[src/rtl/core/frgam_pkg.sv]
// Shared constants, codes and the small-code glyph lookup for the glyph address mapper.
package frgam_pkg;

    localparam int ADDR_W  = 24;
    localparam int CODE_W  = 16;
    localparam int BYTES_W = 6;
    localparam int STAT_W  = 2;
    localparam int PADDR_W = 4;
    localparam int PDATA_W = 32;

    localparam logic CMD_MAP   = 1'b0;
    localparam logic CMD_REPLY = 1'b1;

    localparam logic [STAT_W-1:0] ST_READY  = 2'd0;
    localparam logic [STAT_W-1:0] ST_TABLE  = 2'd1;
    localparam logic [STAT_W-1:0] ST_ERROR  = 2'd2;

    localparam logic [1:0] REG_SYMBOL_BASE = 2'd0;
    localparam logic [1:0] REG_HANZI_BASE  = 2'd1;
    localparam logic [1:0] REG_INDEX_BASE  = 2'd2;

    localparam logic [ADDR_W-1:0] SYMBOL_BASE_RST = 24'd36224;
    localparam logic [ADDR_W-1:0] HANZI_BASE_RST  = 24'd93452;
    localparam logic [ADDR_W-1:0] INDEX_BASE_RST  = 24'd87436;

    localparam logic [CODE_W-1:0] SMALL_LIMIT = 16'd45632;

    localparam logic [BYTES_W-1:0] BYTES_SMALL = 6'd16;
    localparam logic [BYTES_W-1:0] BYTES_LARGE = 6'd32;
    localparam logic [BYTES_W-1:0] BYTES_TABLE = 6'd2;
    localparam logic [BYTES_W-1:0] BYTES_NONE  = 6'd0;

    localparam logic [7:0] CELL_LO   = 8'hA1;
    localparam logic [7:0] CELL_HI   = 8'hFE;
    localparam logic [7:0] HANZI_ROW = 8'hB0;
    localparam logic [7:0] INDEX_ROW = 8'hD8;
    localparam logic [11:0] ROW_CELLS = 12'd94;

    function automatic logic in_span(input logic [CODE_W-1:0] c,
                                     input logic [CODE_W-1:0] lo,
                                     input logic [CODE_W-1:0] hi);
        return (c >= lo) && (c <= hi);
    endfunction

    // 16-byte glyph address for codes in the small range; 0 when unmapped
    function automatic logic [ADDR_W-1:0] small_glyph(input logic [CODE_W-1:0] c);
        logic [10:0] slot;
        logic        hit;
        slot = '0;
        hit  = 1'b1;
        if (in_span(c, 16'h0020, 16'h007F))      slot = 11'(c - 16'h0020);
        else if (in_span(c, 16'h00A0, 16'h00FF)) slot = 11'd96  + 11'(c - 16'h00A0);
        else if (in_span(c, 16'h0100, 16'h017F)) slot = 11'd192 + 11'(c - 16'h0100);
        else if (in_span(c, 16'h01A0, 16'h01CF)) slot = 11'd320 + 11'(c - 16'h01A0);
        else if (in_span(c, 16'h01F0, 16'h01FF)) slot = 11'd368 + 11'(c - 16'h01F0);
        else if (in_span(c, 16'h0210, 16'h021F)) slot = 11'd384 + 11'(c - 16'h0210);
        else if (in_span(c, 16'h1EA0, 16'h1EFF)) slot = 11'd400 + 11'(c - 16'h1EA0);
        else if (in_span(c, 16'h0370, 16'h03CF)) slot = 11'd496 + 11'(c - 16'h0370);
        else if (in_span(c, 16'h0400, 16'h045F)) slot = 11'd592 + 11'(c - 16'h0400);
        else if (in_span(c, 16'h0490, 16'h04FF)) slot = 11'd688 + 11'(c - 16'h0490);
        else if (in_span(c, 16'h0590, 16'h05FF)) slot = 11'd800 + 11'(c - 16'h0590);
        else if (in_span(c, 16'h0E00, 16'h0E7F)) slot = 11'd912 + 11'(c - 16'h0E00);
        else hit = 1'b0;
        return hit ? ADDR_W'({slot, 4'b0000}) : '0;
    endfunction

endpackage

[src/rtl/core/font_rom_glyph_address_mapper_unit.sv]
// Glyph address mapper top level: input register, mapping logic, result register, APB registers.
//
//  channel | ports          | tdata (low bit up)                  | tuser
//  --------+----------------+-------------------------------------+---------------
//  input   | s_tvalid/ready | char_code[15:0], table_word[31:16]  | command
//  result  | m_tvalid/ready | rom_address[23:0], read_bytes[29:24]| status[1:0]
//  config  | APB            | symbol_base, hanzi_base, index base | -
//
// One transfer per cycle while the result side is not stalled by m_tready.
// The mapping is one combinational step between the input and result registers.
// A held result does not block the input register; s_tready falls only when both are full.
// Synchronous active-low reset clears valids and the pending-reply flag and loads the
// base registers with their reset values.
module font_rom_glyph_address_mapper_unit
    import frgam_pkg::*;
(
    input  logic               aclk,
    input  logic               aresetn,
    input  logic               s_tvalid,
    output logic               s_tready,
    input  logic [31:0]        s_tdata,   // char_code[15:0], table_word[31:16]
    input  logic               s_tuser,   // command
    output logic               m_tvalid,
    input  logic               m_tready,
    output logic [31:0]        m_tdata,   // rom_address[23:0], read_bytes[29:24], zero fill
    output logic [STAT_W-1:0]  m_tuser,   // status[1:0]
    input  logic               psel,
    input  logic               penable,
    input  logic               pwrite,
    input  logic [PADDR_W-1:0] paddr,
    input  logic [PDATA_W-1:0] pwdata,
    output logic [PDATA_W-1:0] prdata,
    output logic               pready
);

    logic [ADDR_W-1:0] symbol_base_reg, hanzi_base_reg, index_base_reg;

    logic              in_valid_reg;
    logic              in_cmd_reg;
    logic [CODE_W-1:0] in_code_reg;
    logic [CODE_W-1:0] in_word_reg;

    logic               out_valid_reg;
    logic [STAT_W-1:0]  out_status_reg;
    logic [ADDR_W-1:0]  out_addr_reg;
    logic [BYTES_W-1:0] out_bytes_reg;

    logic awaiting_reg;

    logic               advance;
    logic [STAT_W-1:0]  status_next;
    logic [ADDR_W-1:0]  addr_next;
    logic [BYTES_W-1:0] bytes_next;
    logic               awaiting_next;

    logic [7:0]  row, col;
    logic        cell_ok;
    logic [8:0]  sym_slot;
    logic        sym_hit;
    logic [5:0]  hz_row;
    logic [4:0]  ix_row;
    logic [11:0] hz_n, ix_n;
    logic        cfg_wr;

    // configuration
    assign pready = 1'b1;
    assign cfg_wr = psel & penable & pwrite & pready;

    always_ff @(posedge aclk) begin
        if (!aresetn) begin
            symbol_base_reg <= SYMBOL_BASE_RST;
            hanzi_base_reg  <= HANZI_BASE_RST;
            index_base_reg  <= INDEX_BASE_RST;
        end else if (cfg_wr) begin
            case (paddr[3:2])
                REG_SYMBOL_BASE: symbol_base_reg <= pwdata[ADDR_W-1:0];
                REG_HANZI_BASE:  hanzi_base_reg  <= pwdata[ADDR_W-1:0];
                REG_INDEX_BASE:  index_base_reg  <= pwdata[ADDR_W-1:0];
                default: ;
            endcase
        end
    end

    always_comb begin
        case (paddr[3:2])
            REG_SYMBOL_BASE: prdata = PDATA_W'(symbol_base_reg);
            REG_HANZI_BASE:  prdata = PDATA_W'(hanzi_base_reg);
            REG_INDEX_BASE:  prdata = PDATA_W'(index_base_reg);
            default:         prdata = '0;
        endcase
    end

    // handshake
    assign advance  = !out_valid_reg || m_tready;
    assign s_tready = !in_valid_reg || advance;

    always_ff @(posedge aclk) begin
        if (!aresetn) begin
            in_valid_reg <= 1'b0;
        end else if (s_tready) begin
            in_valid_reg <= s_tvalid;
        end
    end

    always_ff @(posedge aclk) begin
        if (s_tready && s_tvalid) begin
            in_cmd_reg  <= s_tuser;
            in_code_reg <= s_tdata[15:0];
            in_word_reg <= s_tdata[31:16];
        end
    end

    // mapping
    assign row     = in_code_reg[15:8];
    assign col     = in_code_reg[7:0];
    assign cell_ok = (col >= CELL_LO) && (col <= CELL_HI);
    assign hz_row  = 6'(row - HANZI_ROW);
    assign ix_row  = 5'(row - INDEX_ROW);
    assign hz_n    = 12'(hz_row) * ROW_CELLS + 12'(col - CELL_LO) + 12'd1;
    assign ix_n    = 12'(ix_row) * ROW_CELLS + 12'(col - CELL_LO);

    always_comb begin
        sym_hit  = 1'b1;
        sym_slot = '0;
        if (row == 8'hA1 && col >= CELL_LO && col <= 8'hBF)      sym_slot = 9'(col - CELL_LO);
        else if (row == 8'hA3 && cell_ok)                        sym_slot = 9'd31 + 9'(col - CELL_LO);
        else if (row == 8'hA4 && col >= CELL_LO && col <= 8'hF3) sym_slot = 9'd125 + 9'(col - CELL_LO);
        else if (row == 8'hA5 && col >= CELL_LO && col <= 8'hF6) sym_slot = 9'd208 + 9'(col - CELL_LO);
        else sym_hit = 1'b0;
    end

    always_comb begin
        status_next   = ST_READY;
        addr_next     = '0;
        bytes_next    = BYTES_NONE;
        awaiting_next = awaiting_reg;
        if (in_cmd_reg == CMD_REPLY) begin
            if (awaiting_reg) begin
                addr_next     = hanzi_base_reg + ADDR_W'({in_word_reg, 5'b00000});
                bytes_next    = BYTES_LARGE;
                awaiting_next = 1'b0;
            end else begin
                status_next = ST_ERROR;
            end
        end else begin
            awaiting_next = 1'b0;
            if (in_code_reg <= SMALL_LIMIT) begin
                addr_next  = small_glyph(in_code_reg);
                bytes_next = BYTES_SMALL;
            end else begin
                bytes_next = BYTES_LARGE;
                if (row >= 8'hA1 && row <= 8'hA5) begin
                    addr_next = sym_hit ? symbol_base_reg + ADDR_W'({sym_slot, 5'b00000})
                                        : symbol_base_reg;
                end else if (row >= HANZI_ROW && row <= 8'hD7 && cell_ok) begin
                    addr_next = hanzi_base_reg + ADDR_W'({hz_n, 5'b00000});
                end else if (row >= INDEX_ROW && row <= 8'hF7 && cell_ok) begin
                    addr_next     = index_base_reg + ADDR_W'({ix_n, 1'b0});
                    status_next   = ST_TABLE;
                    bytes_next    = BYTES_TABLE;
                    awaiting_next = 1'b1;
                end
            end
        end
    end

    // result register
    always_ff @(posedge aclk) begin
        if (!aresetn) begin
            out_valid_reg <= 1'b0;
            awaiting_reg  <= 1'b0;
        end else if (advance) begin
            out_valid_reg <= in_valid_reg;
            if (in_valid_reg) begin
                awaiting_reg <= awaiting_next;
            end
        end
    end

    always_ff @(posedge aclk) begin
        if (advance && in_valid_reg) begin
            out_status_reg <= status_next;
            out_addr_reg   <= addr_next;
            out_bytes_reg  <= bytes_next;
        end
    end

    assign m_tvalid = out_valid_reg;
    assign m_tuser  = out_status_reg;
    assign m_tdata  = {2'b00, out_bytes_reg, out_addr_reg};

endmodule

[config.mk]
export PLATFORM = sky130hd
export DESIGN_NAME = font_rom_glyph_address_mapper_unit
export DESIGN_NICKNAME = d
export VERILOG_FILES = /design/src/rtl/core/frgam_pkg.sv /design/src/rtl/core/font_rom_glyph_address_mapper_unit.sv
export SDC_FILE = /design/constraint.sdc
export NUM_CORES = 1
export LEC_CHECK = 0
export ABC_CLOCK_PERIOD_IN_PS = 9300
export BUFFER_PORTS_ARGS = -buffer_cell sky130_fd_sc_hd__clkbuf_2
export CAP_MARGIN = 20
export CORE_MARGIN = 1.5
export CORE_UTILIZATION = 47
export DETAILED_ROUTE_END_ITERATION = 12
export GPL_ROUTABILITY_DRIVEN = 0
export PLACE_DENSITY = 0.77
export REMOVE_ABC_BUFFERS = 1
export SLEW_MARGIN = 20
export SYNTH_ARGS = -nofsm -noshare
export SYNTH_HDL_FRONTEND = slang
export SYNTH_SLANG_ARGS = --single-unit
[constraint.sdc]
create_clock -name aclk -period 9.3 [get_ports aclk]
set_input_delay 0 -clock aclk [delete_from_list [all_inputs] [get_ports aclk]]
set_output_delay 0 -clock aclk [all_outputs]
set_load 0.02 [all_outputs]
==> results.toml <==
[run_status]
status = "finished clean"

[placement]
port_buffers = 120
dp_slack_ns = 1.87
post-dp-hpwl_um = 31400

[sta]
timing.fmax_ghz = 0.131
finalCritPeriodShare = 0.819
finClkSkew_ns = 0.0170
period_minus_slack_ns = 7.62
drv_slew = 0
holdWs_ns = 0.134
worst_slack_ns = 1.68
rsz0062_at_grt = "no"
setup_tns_ns = 0
tightestPinTransition_ns = 1.20
relSlewSlack = 0.200
hold_viol_final = 0
setup_viol = 0

[routing]
drtIter0Drc = 1833
drc = 0
vias_per_cell = 6.23
routedWlPerCell_um = 19.8
final_antenna_net_count = 0
drt-total-wl_um = 43700
firstDrtPassIters = 5
vias = 13772

[pwr]
intPower_mw = 1.87
seq_power_share = 0.200
p_total_mw = 3.39
vdd_ir_drop_max_v = 0.000223
p_sw_mw = 1.52
cellPowerDensity_nw_per_um2 = 215
p_clk_frac = 0.193
combPwrFrac = 0.607
cellLeakagePower_nw = 6.55
switching_share = 0.448

[grt]
overflow = 0
grt_pass1_wl_um = 68900
grt_max_degree = 76
grt_pass1_vias = 13148
grt_antenna_before_repair = 0
grt_usage = 0.285

[cells_and_area]
drive_gt1_frac = 0.118
multi_input_area_sq_um = 9850
area_growth_pct = 14.0
fill_cells = 2592
final_nets = 2062
ff_latch_area_sq_um = 3360
diodes = 0

[logic_synthesis]
synth_compound_area_frac = 0.238
synth-simple-area-share = 0.188
synth_xor_area_frac = 0.0834
ys.warnings.count = 0
ys_seq_area_frac = 0.243
yosys-top-cells-area = "ha_1 14%, edfxtp_1 13%, dfxtp_1 11%, nand2_1 7.4%, xnor2_1 5.4%"
synthAdderAreaFrac = 0.165
syn_inst = 1692
yosys-top-cells-count = "273 x nand2_1, 151 x ha_1, 106 x a21oi_1"
synth-edff-count = 62
synth_top_area_frac = 0.136
syn_area_sq_um = 13900
synth_area_leader_cell = "ha_1"
synth_top_family_by_area = "compound AO/OA/AOI/OAI gates"
synthDistinctLibCells = 99
yosys.cell_count.top_type = "nand2_1"
ys.flop_type = "dfxtp_1"
synth_mux_area_frac = 0.0299
ys_seq_elements = 137
async_reset_ff_frac = 0
postSynthAreaPerCell_sq_um = 8.19

[clocking]
clockBufferDepth = 2
cts_tree = "built"
clkLatencyLatePin_ns = 0.45
root_buffer = "clkbuf_16"
cts_resized = 0
ctsHoldBuffers = 60
post_cts_buffers = 0
htreeDepth = 4
path_clk_slew_ns = 0.08
cts.sinks = 137
cts_buffers = 17

[floorplanning]
core_area_sq_um = 28900
die_width_um = 175
rows = 62
start_util = 0.480
die_area_sq_um = 30500
die-height_um = 175
io_pins = 145

[flow_run]
drv_cap = 0

[worst_setup_path]
setup.worst_path.start = "in_code_reg[11]"
reg2reg_slack_ns = 1.68
cp-end-kind = "flip-flop"
cp.required_ns = 9.47
criticalPathCategory = "reg -> reg"
cp_max_fo = 19
r2r_start = "in_code_reg[11]"
worst_ep_arrival_time_ns = 7.79
crit_path_start_kind = "flip-flop"

[worst_hold_path]
hold_class = "in -> reg"
hold_start = "aresetn"
-- final timing paths --
path,endpoint,cells after the start
hold reg to reg,symbol_base_reg[18],2
setup reg to reg,out_addr_reg[13],24
setup / recovery,out_addr_reg[13],24
hold / removal,symbol_base_reg[15],3
-- placed cells by master, fill, tap and decap left out, types with 14 or more instances in the layout --
cell type / netlist / final
a221oi_1: 14 / 14
clkbuf_2: 0 / 120
o21bai_1: 21 / 21
edfxtp_1: 62 / 62
fa_1: 20 / 20
a31oi_1: 19 / 19
buf_4: 15 / 15
nor3_1: 31 / 30
xor2_1: 46 / 46
conb_1: 2 / 14
xnor2_1: 86 / 86
a21boi_0: 55 / 55
ha_1: 151 / 151
clkbuf_16: 0 / 17
inv_1: 66 / 66
dfxtp_1: 75 / 75
dlygate4sd3_1: 0 / 60
nor2b_1: 21 / 19
mux2i_1: 38 / 38
a211oi_1: 14 / 14
o21ai_0: 87 / 87
nand2_1: 273 / 273
and3_1: 15 / 15
a21oi_1: 106 / 106
a21o_1: 24 / 24
nor2_1: 78 / 78
nand3_1: 64 / 64
-- worst max-delay path: stages, from the launching register on --
cell	delay (ns)
edfxtp_1	0.80
inv_1	0.32
ha_1	0.44
xnor2_1	0.25
xnor2_1	0.20
fa_1	0.46
ha_1	0.30
ha_1	0.34
a21oi_1	0.22
o21bai_1	0.09
a21oi_1	0.24
xnor2_1	0.15
ha_1	0.31
nand2_1	0.05
o21ai_0	0.25
xor2_1	0.26
ha_1	0.34
a21o_1	0.20
a2111oi_0	0.52
o31a_1	0.37
xnor2_1	0.11
a221oi_1	0.60
nor4b_1	0.14
a31oi_1	0.25
o21ai_0	0.13
-- layout make-up --
type,instances,area share
clock buffer,18,0.0272
clock inverter,14,0.00713
inverter,68,0.0162
multi-input combinational,1396,0.623
sequential,137,0.213
tap,384,0.0304
timing repair buffer,195,0.0831
-- per-stage QoR --
step                      cells  utilization  instance area (sq um)
after floorplan            1601            -                  13400
after global placement     2120        0.508                  14700
after detailed placement   2120        0.508                  14700
after CTS                  2212        0.548                  15800
after global routing       2212        0.548                  15800
final                      2212        0.548                  15800
-- kinds of logic after synthesis --
logic type | Yosys count
AOI/OAI and AO/OA | 479
xor gates and xnor gates | 132
adders and majority gates | 171
buffers and inverters | 171
DFF | 137
muxes | 41
other | 2
and+or+nand+nor | 559
-- power by group through the flow --
stage	sequential, mW	combinational (mW)	clock [mW]
final	0.680	2.06	0.654
after global routing	0.682	2.26	0.682
after CTS	0.679	2.01	0.658
after detailed placement	0.692	1.98	0
after global placement	0.691	1.94	0
after floorplan	0.696	1.51	0
-- routing by layer --
metal / vias up / share of wire / global-route usage
met4: 0 / 0.042 / 0.136
met1: 6465 / 0.40 / 0.368
met2: 805 / 0.45 / 0.452
met5: - / 0 / 0
met3: 169 / 0.10 / 0.0633
li1: 6333 / - / -
Note: power is estimated with default switching activity, not from simulation.
